[config.mk]
export PLATFORM = sky130hd
export DESIGN_NAME = process_dispatch_scheduler_core
export DESIGN_NICKNAME = d
export VERILOG_FILES = /design/src/hdl/pds_pkg.sv /design/src/hdl/pds_table.sv /design/src/hdl/process_dispatch_scheduler_core.sv
export SDC_FILE = /design/constraint.sdc
export NUM_CORES = 2
export LEC_CHECK = 0
export BUFFER_PORTS_ARGS = -buffer_cell sky130_fd_sc_hd__clkbuf_2
export CAP_MARGIN = 25
export CORE_UTILIZATION = 30
export CTS_BUF_LIST = sky130_fd_sc_hd__clkbuf_16
export DETAILED_ROUTE_END_ITERATION = 16
export HOLD_SLACK_MARGIN = 0.1
export SYNTH_ARGS = -nofsm -noshare
export SYNTH_HDL_FRONTEND = slang
export SYNTH_SLANG_ARGS = --single-unit
[constraint.sdc]
create_clock -name i_clk -period 8.8 [get_ports i_clk]
set_input_delay 1.76 -clock i_clk [delete_from_list [all_inputs] [get_ports i_clk]]
set_output_delay 1.76 -clock i_clk [all_outputs]
set_load 0.01 [all_outputs]
[src/hdl/pds_pkg.sv]
// package for the process dispatch scheduler
// types and constants shared by all modules; no dependencies
package pds_pkg;

    localparam int NPROC_DEF = 16;

    localparam logic [1:0] OP_LOAD  = 2'd0;
    localparam logic [1:0] OP_STEP  = 2'd1;
    localparam logic [1:0] OP_CLEAR = 2'd2;
    localparam logic [1:0] OP_NONE  = 2'd3;

    localparam logic [2:0] K_RUN  = 3'd0;
    localparam logic [2:0] K_IDLE = 3'd1;
    localparam logic [2:0] K_DONE = 3'd2;
    localparam logic [2:0] K_LDOK = 3'd3;
    localparam logic [2:0] K_FULL = 3'd4;

    localparam logic [2:0] M_RR   = 3'd0;
    localparam logic [2:0] M_PRIO = 3'd1;
    localparam logic [2:0] M_SJF  = 3'd2;
    localparam logic [2:0] M_PPRI = 3'd3;
    localparam logic [2:0] M_SRTF = 3'd4;

    localparam logic REG_MODE = 1'b0;
    localparam logic REG_QUANTUM = 1'b1;

    typedef struct packed {
        logic [1:0]  op;
        logic [7:0]  job_id;
        logic [15:0] arrival;
        logic [11:0] burst;
        logic [7:0]  prio;
    } t_in_word;

    typedef struct packed {
        logic [2:0]  kind;
        logic [7:0]  run_id;
        logic [15:0] start_time;
        logic [11:0] run_length;
        logic        job_done;
        logic [15:0] turnaround;
        logic [15:0] waiting;
    } t_out_word;

    typedef struct packed {
        logic [15:0] arrival;
        logic [11:0] burst;
        logic [11:0] remaining;
        logic [7:0]  prio;
        logic [7:0]  id;
        logic        finished;
    } t_entry;

endpackage

[src/hdl/pds_table.sv]
// job table memory, one read port and one write port, registered read
// depends on pds_pkg
module pds_table
    import pds_pkg::*;
#(
    parameter int NPROC = NPROC_DEF,
    parameter int AW = (NPROC > 1) ? $clog2(NPROC) : 1
) (
    input  logic          i_clk,
    input  logic          i_we,
    input  logic [AW-1:0] i_waddr,
    input  t_entry        i_wdata,
    input  logic [AW-1:0] i_raddr,
    output t_entry        o_rdata
);
    t_entry r_mem [NPROC];

    always_ff @(posedge i_clk) begin
        if (i_we) begin
            r_mem[i_waddr] <= i_wdata;
        end
        o_rdata <= r_mem[i_raddr];
    end
endmodule

[src/hdl/process_dispatch_scheduler_core.sv]
// process dispatch scheduler top level: control sequencer over the job table
// depends on pds_pkg and pds_table
// A load that is accepted searches for the insert slot, then shifts entries up one
// at a time through the table's one read port and writes the new job; in modes
// 3 and 4 the job is appended. A load into a full table only reports it full. A
// dispatch makes one pass over the table to pick the job, then the chosen entry is
// read again, updated and written back. Round robin may take a second pass
// when its sweep wraps. A clear is done in the idle state. One word is handled
// at a time; a new word is taken only once the previous result has been accepted
// or is accepted in that same cycle.
module process_dispatch_scheduler_core
    import pds_pkg::*;
#(
    parameter int NPROC = NPROC_DEF
) (
    input  logic      i_clk,
    input  logic      i_rst_n,
    input  logic      i_valid,
    output logic      o_stall,
    input  t_in_word  i_data,
    output logic      o_valid,
    input  logic      i_stall,
    output t_out_word o_data,
    input  logic      i_cfg_valid,
    output logic      o_cfg_ready,
    input  logic      i_cfg_index,
    input  logic [11:0] i_cfg_data
);
    localparam int AW = (NPROC > 1) ? $clog2(NPROC) : 1;
    localparam int CW = $clog2(NPROC + 1);
    localparam logic [CW-1:0] FULL = CW'(NPROC);

    typedef enum logic [7:0] {
        S_IDLE = 8'b00000001,
        S_LSCH = 8'b00000010,
        S_LSHF = 8'b00000100,
        S_LWR  = 8'b00001000,
        S_SCAN = 8'b00010000,
        S_PICK = 8'b00100000,
        S_UPD  = 8'b01000000,
        S_OUT  = 8'b10000000
    } t_state;

    t_state r_st;
    t_in_word r_in;
    logic [2:0] r_mode;
    logic [11:0] r_quant;
    logic [CW-1:0] r_cnt;
    logic [15:0] r_now;
    logic [AW-1:0] r_sptr;
    logic r_sran;
    logic r_rv;
    logic [AW-1:0] r_ridx;

    logic [CW-1:0] r_ix;       // index being issued
    logic r_rdv;               // read data valid this cycle
    logic [AW-1:0] r_rdi;      // index of read data
    logic r_pend, r_bv, r_pass2;
    logic [AW-1:0] r_best;
    logic [11:0] r_bkey;
    logic [7:0] r_rprio;
    logic r_rok;
    logic [CW-1:0] r_pos;

    logic r_ob_v;
    t_out_word r_ob;
    t_out_word n_ob;

    logic we;
    logic [AW-1:0] waddr, raddr;
    t_entry wdata, rd;

    pds_table #(.NPROC(NPROC), .AW(AW)) u_tbl (
        .i_clk(i_clk), .i_we(we), .i_waddr(waddr), .i_wdata(wdata),
        .i_raddr(raddr), .o_rdata(rd)
    );

    assign o_cfg_ready = (r_st == S_IDLE);
    assign o_stall = (r_st != S_IDLE) || (r_ob_v && i_stall);
    assign o_valid = r_ob_v;
    assign o_data = r_ob;

    wire accept = i_valid && !o_stall;
    wire sorted = (r_mode != M_PPRI) && (r_mode != M_SRTF);
    wire scan_last = (r_ix == r_cnt);
    wire elig = !rd.finished && (rd.arrival <= r_now);
    wire rr_mode = !(r_mode == M_PRIO || r_mode == M_SJF
                    || r_mode == M_PPRI || r_mode == M_SRTF);
    wire [11:0] q = (r_quant == 12'd0) ? 12'd1 : r_quant;
    // preemptive priority keeps the runner unless a strictly better job waits
    wire keep_run = (r_mode == M_PPRI) && r_rv && r_rok
                    && !(r_bv && r_bkey[7:0] < r_rprio);
    wire [AW-1:0] sel_idx = keep_run ? r_ridx : r_best;
    logic [11:0] key;

    always_comb begin
        case (r_mode)
            M_PRIO, M_PPRI: key = {4'd0, rd.prio};
            M_SJF: key = rd.burst;
            default: key = rd.remaining;
        endcase
    end

    // result of run on re-read entry
    logic [11:0] len, rem_n;
    logic [15:0] now_n, ta;
    always_comb begin
        if (rr_mode) begin
            len = (rd.remaining < q) ? rd.remaining : q;
        end else if (r_mode == M_PPRI || r_mode == M_SRTF) begin
            len = 12'd1;
        end else begin
            len = rd.remaining;
        end
        rem_n = rd.remaining - len;
        now_n = r_now + {4'd0, len};
        ta = now_n - rd.arrival;
    end

    always_comb begin
        n_ob = '0;
        if (r_st == S_OUT) begin
            n_ob.kind = (r_pos == FULL) ? K_FULL : K_LDOK;
            n_ob.run_id = r_in.job_id;
        end else if (!r_pend) begin
            n_ob.kind = K_DONE;
            n_ob.start_time = r_now;
        end else if (!r_bv) begin
            n_ob.kind = K_IDLE;
            n_ob.start_time = r_now;
            n_ob.run_length = 12'd1;
        end else begin
            n_ob.kind = K_RUN;
            n_ob.run_id = rd.id;
            n_ob.start_time = r_now;
            n_ob.run_length = len;
            if (rem_n == 12'd0) begin
                n_ob.job_done = 1'b1;
                n_ob.turnaround = ta;
                n_ob.waiting = ta - {4'd0, rd.burst};
            end
        end
    end

    always_comb begin
        we = 1'b0;
        waddr = r_rdi;
        wdata = rd;
        raddr = r_ix[AW-1:0];
        case (r_st)
            S_LSHF: begin
                we = r_rdv;
                waddr = AW'(r_rdi + 1'b1);
                raddr = AW'(r_ix - 1'b1);
            end
            S_LWR: begin
                we = 1'b1;
                waddr = r_pos[AW-1:0];
                wdata.arrival = r_in.arrival;
                wdata.burst = (r_in.burst == 12'd0) ? 12'd1 : r_in.burst;
                wdata.remaining = wdata.burst;
                wdata.prio = r_in.prio;
                wdata.id = r_in.job_id;
                wdata.finished = 1'b0;
            end
            S_PICK: raddr = sel_idx;
            S_UPD: begin
                we = r_pend && r_bv;
                waddr = r_best;
                wdata.remaining = rem_n;
                wdata.finished = (rem_n == 12'd0);
            end
            default: ;
        endcase
    end

    always_ff @(posedge i_clk) begin
        if (!i_rst_n) begin
            r_st <= S_IDLE;
            r_mode <= M_RR;
            r_quant <= 12'd4;
            r_cnt <= '0;
            r_now <= '0;
            r_sptr <= '0;
            r_sran <= 1'b0;
            r_rv <= 1'b0;
            r_ridx <= '0;
            r_ob_v <= 1'b0;
            r_rdv <= 1'b0;
        end else begin
            if (r_st == S_UPD || r_st == S_OUT) begin
                r_ob_v <= 1'b1;
            end else if (r_ob_v && !i_stall) begin
                r_ob_v <= 1'b0;
            end
            if (i_cfg_valid && o_cfg_ready) begin
                if (i_cfg_index == REG_MODE) r_mode <= i_cfg_data[2:0];
                else r_quant <= i_cfg_data;
            end
            case (r_st)
                S_IDLE: begin
                    r_rdv <= 1'b0;
                    if (accept) begin
                        r_in <= i_data;
                        r_ix <= (i_data.op == OP_STEP && rr_mode) ? CW'(r_sptr) : '0;
                        r_pend <= 1'b0;
                        r_bv <= 1'b0;
                        r_pass2 <= 1'b0;
                        r_rok <= 1'b0;
                        if (i_data.op == OP_CLEAR) begin
                            r_cnt <= '0;
                            r_now <= '0;
                            r_sptr <= '0;
                            r_sran <= 1'b0;
                            r_rv <= 1'b0;
                            r_ridx <= '0;
                        end else if (i_data.op == OP_LOAD) begin
                            r_pos <= r_cnt;
                            r_st <= (r_cnt == FULL) ? S_OUT : S_LSCH;
                        end else if (i_data.op == OP_STEP) begin
                            r_st <= S_SCAN;
                        end
                    end
                end
                S_LSCH: begin
                    r_rdi <= r_ix[AW-1:0];
                    if (r_rdv && (rd.arrival > r_in.arrival || (rd.arrival == r_in.arrival
                            && rd.prio > r_in.prio))) begin
                        r_pos <= CW'(r_rdi);
                        r_ix <= r_cnt;
                        r_rdv <= 1'b0;
                        r_st <= S_LSHF;
                    end else if (!r_rdv && (scan_last || !sorted)) begin
                        r_rdv <= 1'b0;
                        r_st <= S_LSHF;
                    end else begin
                        r_rdv <= !scan_last && sorted;
                        if (!scan_last && sorted) r_ix <= r_ix + 1'b1;
                    end
                end
                S_LSHF: begin
                    // read entry ix-1, write it at ix next cycle
                    if (r_ix > r_pos) begin
                        r_rdv <= 1'b1;
                        r_rdi <= AW'(r_ix - 1'b1);
                        r_ix <= r_ix - 1'b1;
                    end else begin
                        r_rdv <= 1'b0;
                        if (!r_rdv) r_st <= S_LWR;
                    end
                end
                S_LWR: begin
                    if (r_rv && CW'(r_ridx) >= r_pos && CW'(r_ridx) < r_cnt)
                        r_ridx <= r_ridx + 1'b1;
                    r_cnt <= r_cnt + 1'b1;
                    r_st <= S_OUT;
                end
                S_SCAN: begin
                    r_rdv <= !scan_last;
                    r_rdi <= r_ix[AW-1:0];
                    if (!scan_last) r_ix <= r_ix + 1'b1;
                    if (r_rdv) begin
                        if (!rd.finished) r_pend <= 1'b1;
                        if (r_rv && r_rdi == r_ridx) begin
                            r_rok <= !rd.finished;
                            r_rprio <= rd.prio;
                        end
                        if (elig) begin
                            if (rr_mode) begin
                                if (!r_bv) begin
                                    r_bv <= 1'b1;
                                    r_best <= r_rdi;
                                end
                            end else if (!r_bv || key < r_bkey) begin
                                r_bv <= 1'b1;
                                r_best <= r_rdi;
                                r_bkey <= key;
                            end
                        end
                    end
                    if (!r_rdv && scan_last) begin
                        if (rr_mode && !r_bv && r_sran && !r_pass2 && r_sptr != '0) begin
                            r_pass2 <= 1'b1;
                            r_ix <= '0;
                        end else begin
                            r_st <= S_PICK;
                        end
                    end
                end
                S_PICK: begin
                    r_best <= sel_idx;
                    if (r_mode == M_PPRI && r_rv && r_rok) r_bv <= 1'b1;
                    r_st <= S_UPD;
                end
                S_UPD: begin
                    r_ob <= n_ob;
                    r_st <= S_IDLE;
                    if (r_mode == M_PPRI && r_pend && r_bv) begin
                        r_rv <= (rem_n != 12'd0);
                        r_ridx <= r_best;
                    end else if (r_mode == M_PPRI && r_rv && !r_rok) begin
                        r_rv <= 1'b0;
                    end
                    if (r_pend && !r_bv) begin
                        r_now <= r_now + 16'd1;
                        if (rr_mode) begin
                            r_sptr <= '0;
                            r_sran <= 1'b0;
                        end
                    end else if (r_pend) begin
                        r_now <= now_n;
                        if (rr_mode) begin
                            if (CW'(r_best) + 1'b1 >= r_cnt) begin
                                r_sptr <= '0;
                                r_sran <= 1'b0;
                            end else begin
                                r_sptr <= r_best + 1'b1;
                                r_sran <= 1'b1;
                            end
                        end
                    end
                end
                S_OUT: begin
                    r_ob <= n_ob;
                    r_st <= S_IDLE;
                end
                default: r_st <= S_IDLE;
            endcase
        end
    end
endmodule

==> metrics.md <==
| Metric | Value |
|---|---|
| Tightest Hold Check Type | `register to register` |
| Worst R2R End | `o_data[15]` |
| Filler instances | `16693` |
| Sink Count | `1183` |
| Setup Buffers After CTS | `0` |
| CTS tree | `yes` |
| Worst-path cell with the longest stage delay | `a22oi_1` |
| Seq/Total Area, Yosys | `65.38%` |
| Pre-CTS WS | `1.154 ns` |
| Slew HR | `17.31%` |
| Rows | `153` |
| Storage element area | `34390 µm²` |
| Final worst slack | `1.086 ns` |
| Vias in the first global route | `29826` |
| Non-Filler Instances | `6252` |
| Ys flop type | `edfxtp_1` |
| Post-DP HPWL | `90340 µm` |
| Reg2reg start | `r_quant[11]` |
| DRT Pass-1 Iters | `5` |
| Post-CTS Resized | `0` |
| Asr flop ratio synth | `0%` |
| Die X | `420.8 µm` |
| Hold_buf cts | `0` |
| Worst path most repeated cell | `o21ai_0` |
| Final setup TNS | `0 ns` |
| Largest net degree at the start of global routing | `135` |
| VDD IR max | `0.3426 mV` |
| Diode count | `0` |
| RSZ-0062 raised after global routing | `false` |
| CP startpoint kind | `register` |
| Drc violations | `0` |
| Post-route ant nets | `0` |
| Via count | `30747` |
| Placed insts | `6028` |
| Netlist Area Pre-Place | `52610 µm²` |
| Area Growth Syn to Fin | `14.87%` |
| Worst setup EP type | `register` |
| Syn nets | `3844` |
| Root cell of the clock tree | `clkbuf_16` |
| Max clock buf depth | `3` |
| Share of layout cells above drive strength 1 | `12.02%` |
| GRT overflow | `0` |
| Die height | `420.8 µm` |
| FF-to-FF path depth | `30` |
| Synthesized area per cell | `14.48 µm²` |
| Final hold violation count | `0` |
| Final Core Density | `34.72%` |
| Total Routing Usage GR | `16.07%` |
| Crit path DAT | `8.22 ns` |
| CTS buffer count | `116` |
| Final Cell Area | `60430 µm²` |
| WP data required | `9.30 ns` |
| Port-buffer cells | `138` |
| Endpoint of the worst hold path | `r_quant[0]` |
| Initial Util | `30.23%` |
| Multi-input gate area | `17090 µm²` |
| #FFs+latches synth | `1183` |
| Clock Skews | `0.04208 ns` |
| Synth Warn # | `0` |
| Hold path depth | `2` |
| Placement Cell Area | `56450 µm²` |
| Global-route wire length before repair | `207800 µm` |
| CTS HTree Levels | `3` |
| WL final | `145000 µm` |
| Status | `completed` |
| Worst-Skew Late Latency | `0.77 ns` |
| Power, Total | `19.60 mW` |
| Max Cap Viol | `0` |
| Hold WS | `0.4874 ns` |
| Detailed router's first-iteration violation count | `2505` |
| Reg2Reg Setup Slack | `1.09 ns` |
| Fmax | `129.6 MHz` |
| IO Pins | `139` |
| CP Max Fanout | `11` |
| P per Cell Area | `324.3 nW/µm²` |
| Min cycle time layout | `7.714 ns` |
| Final period utilization | `87.66%` |
| Number of synthesized flops with an enable pin | `1070` |
| Worst Tran Pin Value | `1.240 ns` |
| Leakage power | `22.98 nW` |
| Hold path start | `r_quant[0]` |
| Final GP Congestion | `0.8670` |
| Critical Path Max Stage Delay | `0.61 ns` |
| Count of cell types in the netlist | `75` |
| Crit Path Category | `register to register` |
| CORE AREA | `174000 µm²` |
| Antenna violations before repair | `16` |
| Slew Limit Fails | `0` |
| Via density | `4.918` |
| Number of endpoints failing setup at the final stage | `0` |
| Avg WL per Cell | `23.19 µm` |
| Nets | `4035` |
| Mapped Cells | `3632` |
| Die ar. | `177000 µm²` |
| Clock slew seen by the registers of the worst setup and hold paths | `0.07 ns` |
layer usage:
metal  up-vias  global-route usage, %  wire, µm
li1      14078                      -         -
met1     15569                  21.36     63310
met2       886                  27.05     70030
met3       206                  2.091      7553
met4         8                  5.177      4009
met5         -                      0        55
report_power, final:
| group | switching (mW) | total [mW] | leakage (nW) | internal, mW |
|---|---|---|---|---|
| combinational | 4.36 | 7.07 | 10.4 | 2.71 |
| clock | 2.25 | 5.15 | 1.98 | 2.90 |
| sequential | 0.356 | 7.38 | 10.6 | 7.03 |
critical path, delay by kind of cell, from the launching register on:
family,cells,cell delay [ns]
AOI/OAI and AO/OA,11,3.23
and+or+nand+nor,11,2.05
adders and majority gates,4,1.22
xor gates and xnor gates,3,0.46
DFF,1,0.41
buffers and inverters,1,0.08
kinds of logic (layout without fill, tap and decap cells):
| group | Yosys count | in the layout | synth area share, % |
|---|---|---|---|
| simple gates | 632 | 632 | 5.763 |
| xor+xnor | 72 | 72 | 1.199 |
| flops | 1183 | 1183 | 65.38 |
| compound gates | 417 | 417 | 5.050 |
| mux | 867 | 867 | 16.51 |
| buf+inv | 312 | 607 | 2.507 |
| fa+ha+maj | 149 | 149 | 3.596 |
cell type report:
class                   instances  share of cell area, %
flip-flops and latches       1183                  56.92
multi-input cells            2137                  28.29
well taps                    2325                  4.814
clock buffers                 116                  4.804
repair buffers                239                  2.526
clock inverters               106                  1.746
inverters                     146                 0.9069
cells in the final DEF (no fill, tap or decap), types with 15 or more instances in the layout:
master / Yosys / final
nand3_1: 60 / 60
clkbuf_2: 0 / 138
edfxtp_1: 1070 / 1070
a21boi_0: 25 / 24
inv_1: 143 / 159
nand4_1: 16 / 16
dfxtp_1: 113 / 113
clkinv_2: 0 / 23
clkbuf_16: 0 / 116
nor2_4: 4 / 20
nand2_1: 211 / 211
nor3_1: 34 / 34
nor4_1: 16 / 15
nor2_1: 148 / 132
xnor2_1: 50 / 50
mux2i_1: 863 / 863
buf_4: 4 / 93
clkinv_1: 3 / 30
o21a_1: 19 / 19
o21ai_0: 133 / 131
nor2b_1: 47 / 47
xor2_1: 22 / 22
a21oi_1: 86 / 86
ha_1: 144 / 144
a21o_1: 28 / 28
bufinv_16: 0 / 16
a22oi_1: 35 / 35
registers in the layout, summed over array words and instances, names as in the netlist, 3 cells and up:
name / cells
o_data: 72
r_best: 4
r_bkey: 12
r_cnt: 5
r_in: 44
r_ix: 5
r_mode: 3
r_now: 16
r_pos: 5
r_quant: 12
r_rdi: 4
r_ridx: 4
r_rprio: 8
r_sptr: 4
r_st: 8
u_tbl.o_rdata: 57
u_tbl.r_mem: 912
cell usage after synthesis (all sizes together), types with 16 or more instances:
cell | n | area share, %
nor2 | 158 | 1.2
nand2 | 211 | 1.5
nand3 | 60 | 0.57
inv | 143 | 1.0
xor2 | 22 | 0.37
a21o | 28 | 0.40
xnor2 | 50 | 0.83
buf | 102 | 1.0
mux2i | 863 | 16
nor2b | 47 | 0.56
a21oi | 86 | 0.82
edfxtp | 1070 | 61
o21a | 19 | 0.27
a22oi | 35 | 0.50
o21ai | 135 | 1.3
ha | 144 | 3.4
nor4 | 16 | 0.19
dfxtp | 113 | 4.3
nor3 | 34 | 0.32
a21boi | 25 | 0.36
clkbuf | 64 | 0.46
nand4 | 16 | 0.19
worst max-delay path by stage:
stage | from | end | cells past startpoint
after global routing | r_quant[11] | o_data[15] | 30
after CTS | r_quant[10] | o_data[15] | 30
final | r_quant[11] | o_data[15] | 30
after detailed placement | r_quant[11] | o_data[15] | 30
after floorplan | i_rst_n | o_data[0] | 2
after global placement | r_quant[11] | o_data[15] | 30
(Power assumes the default switching activity.)
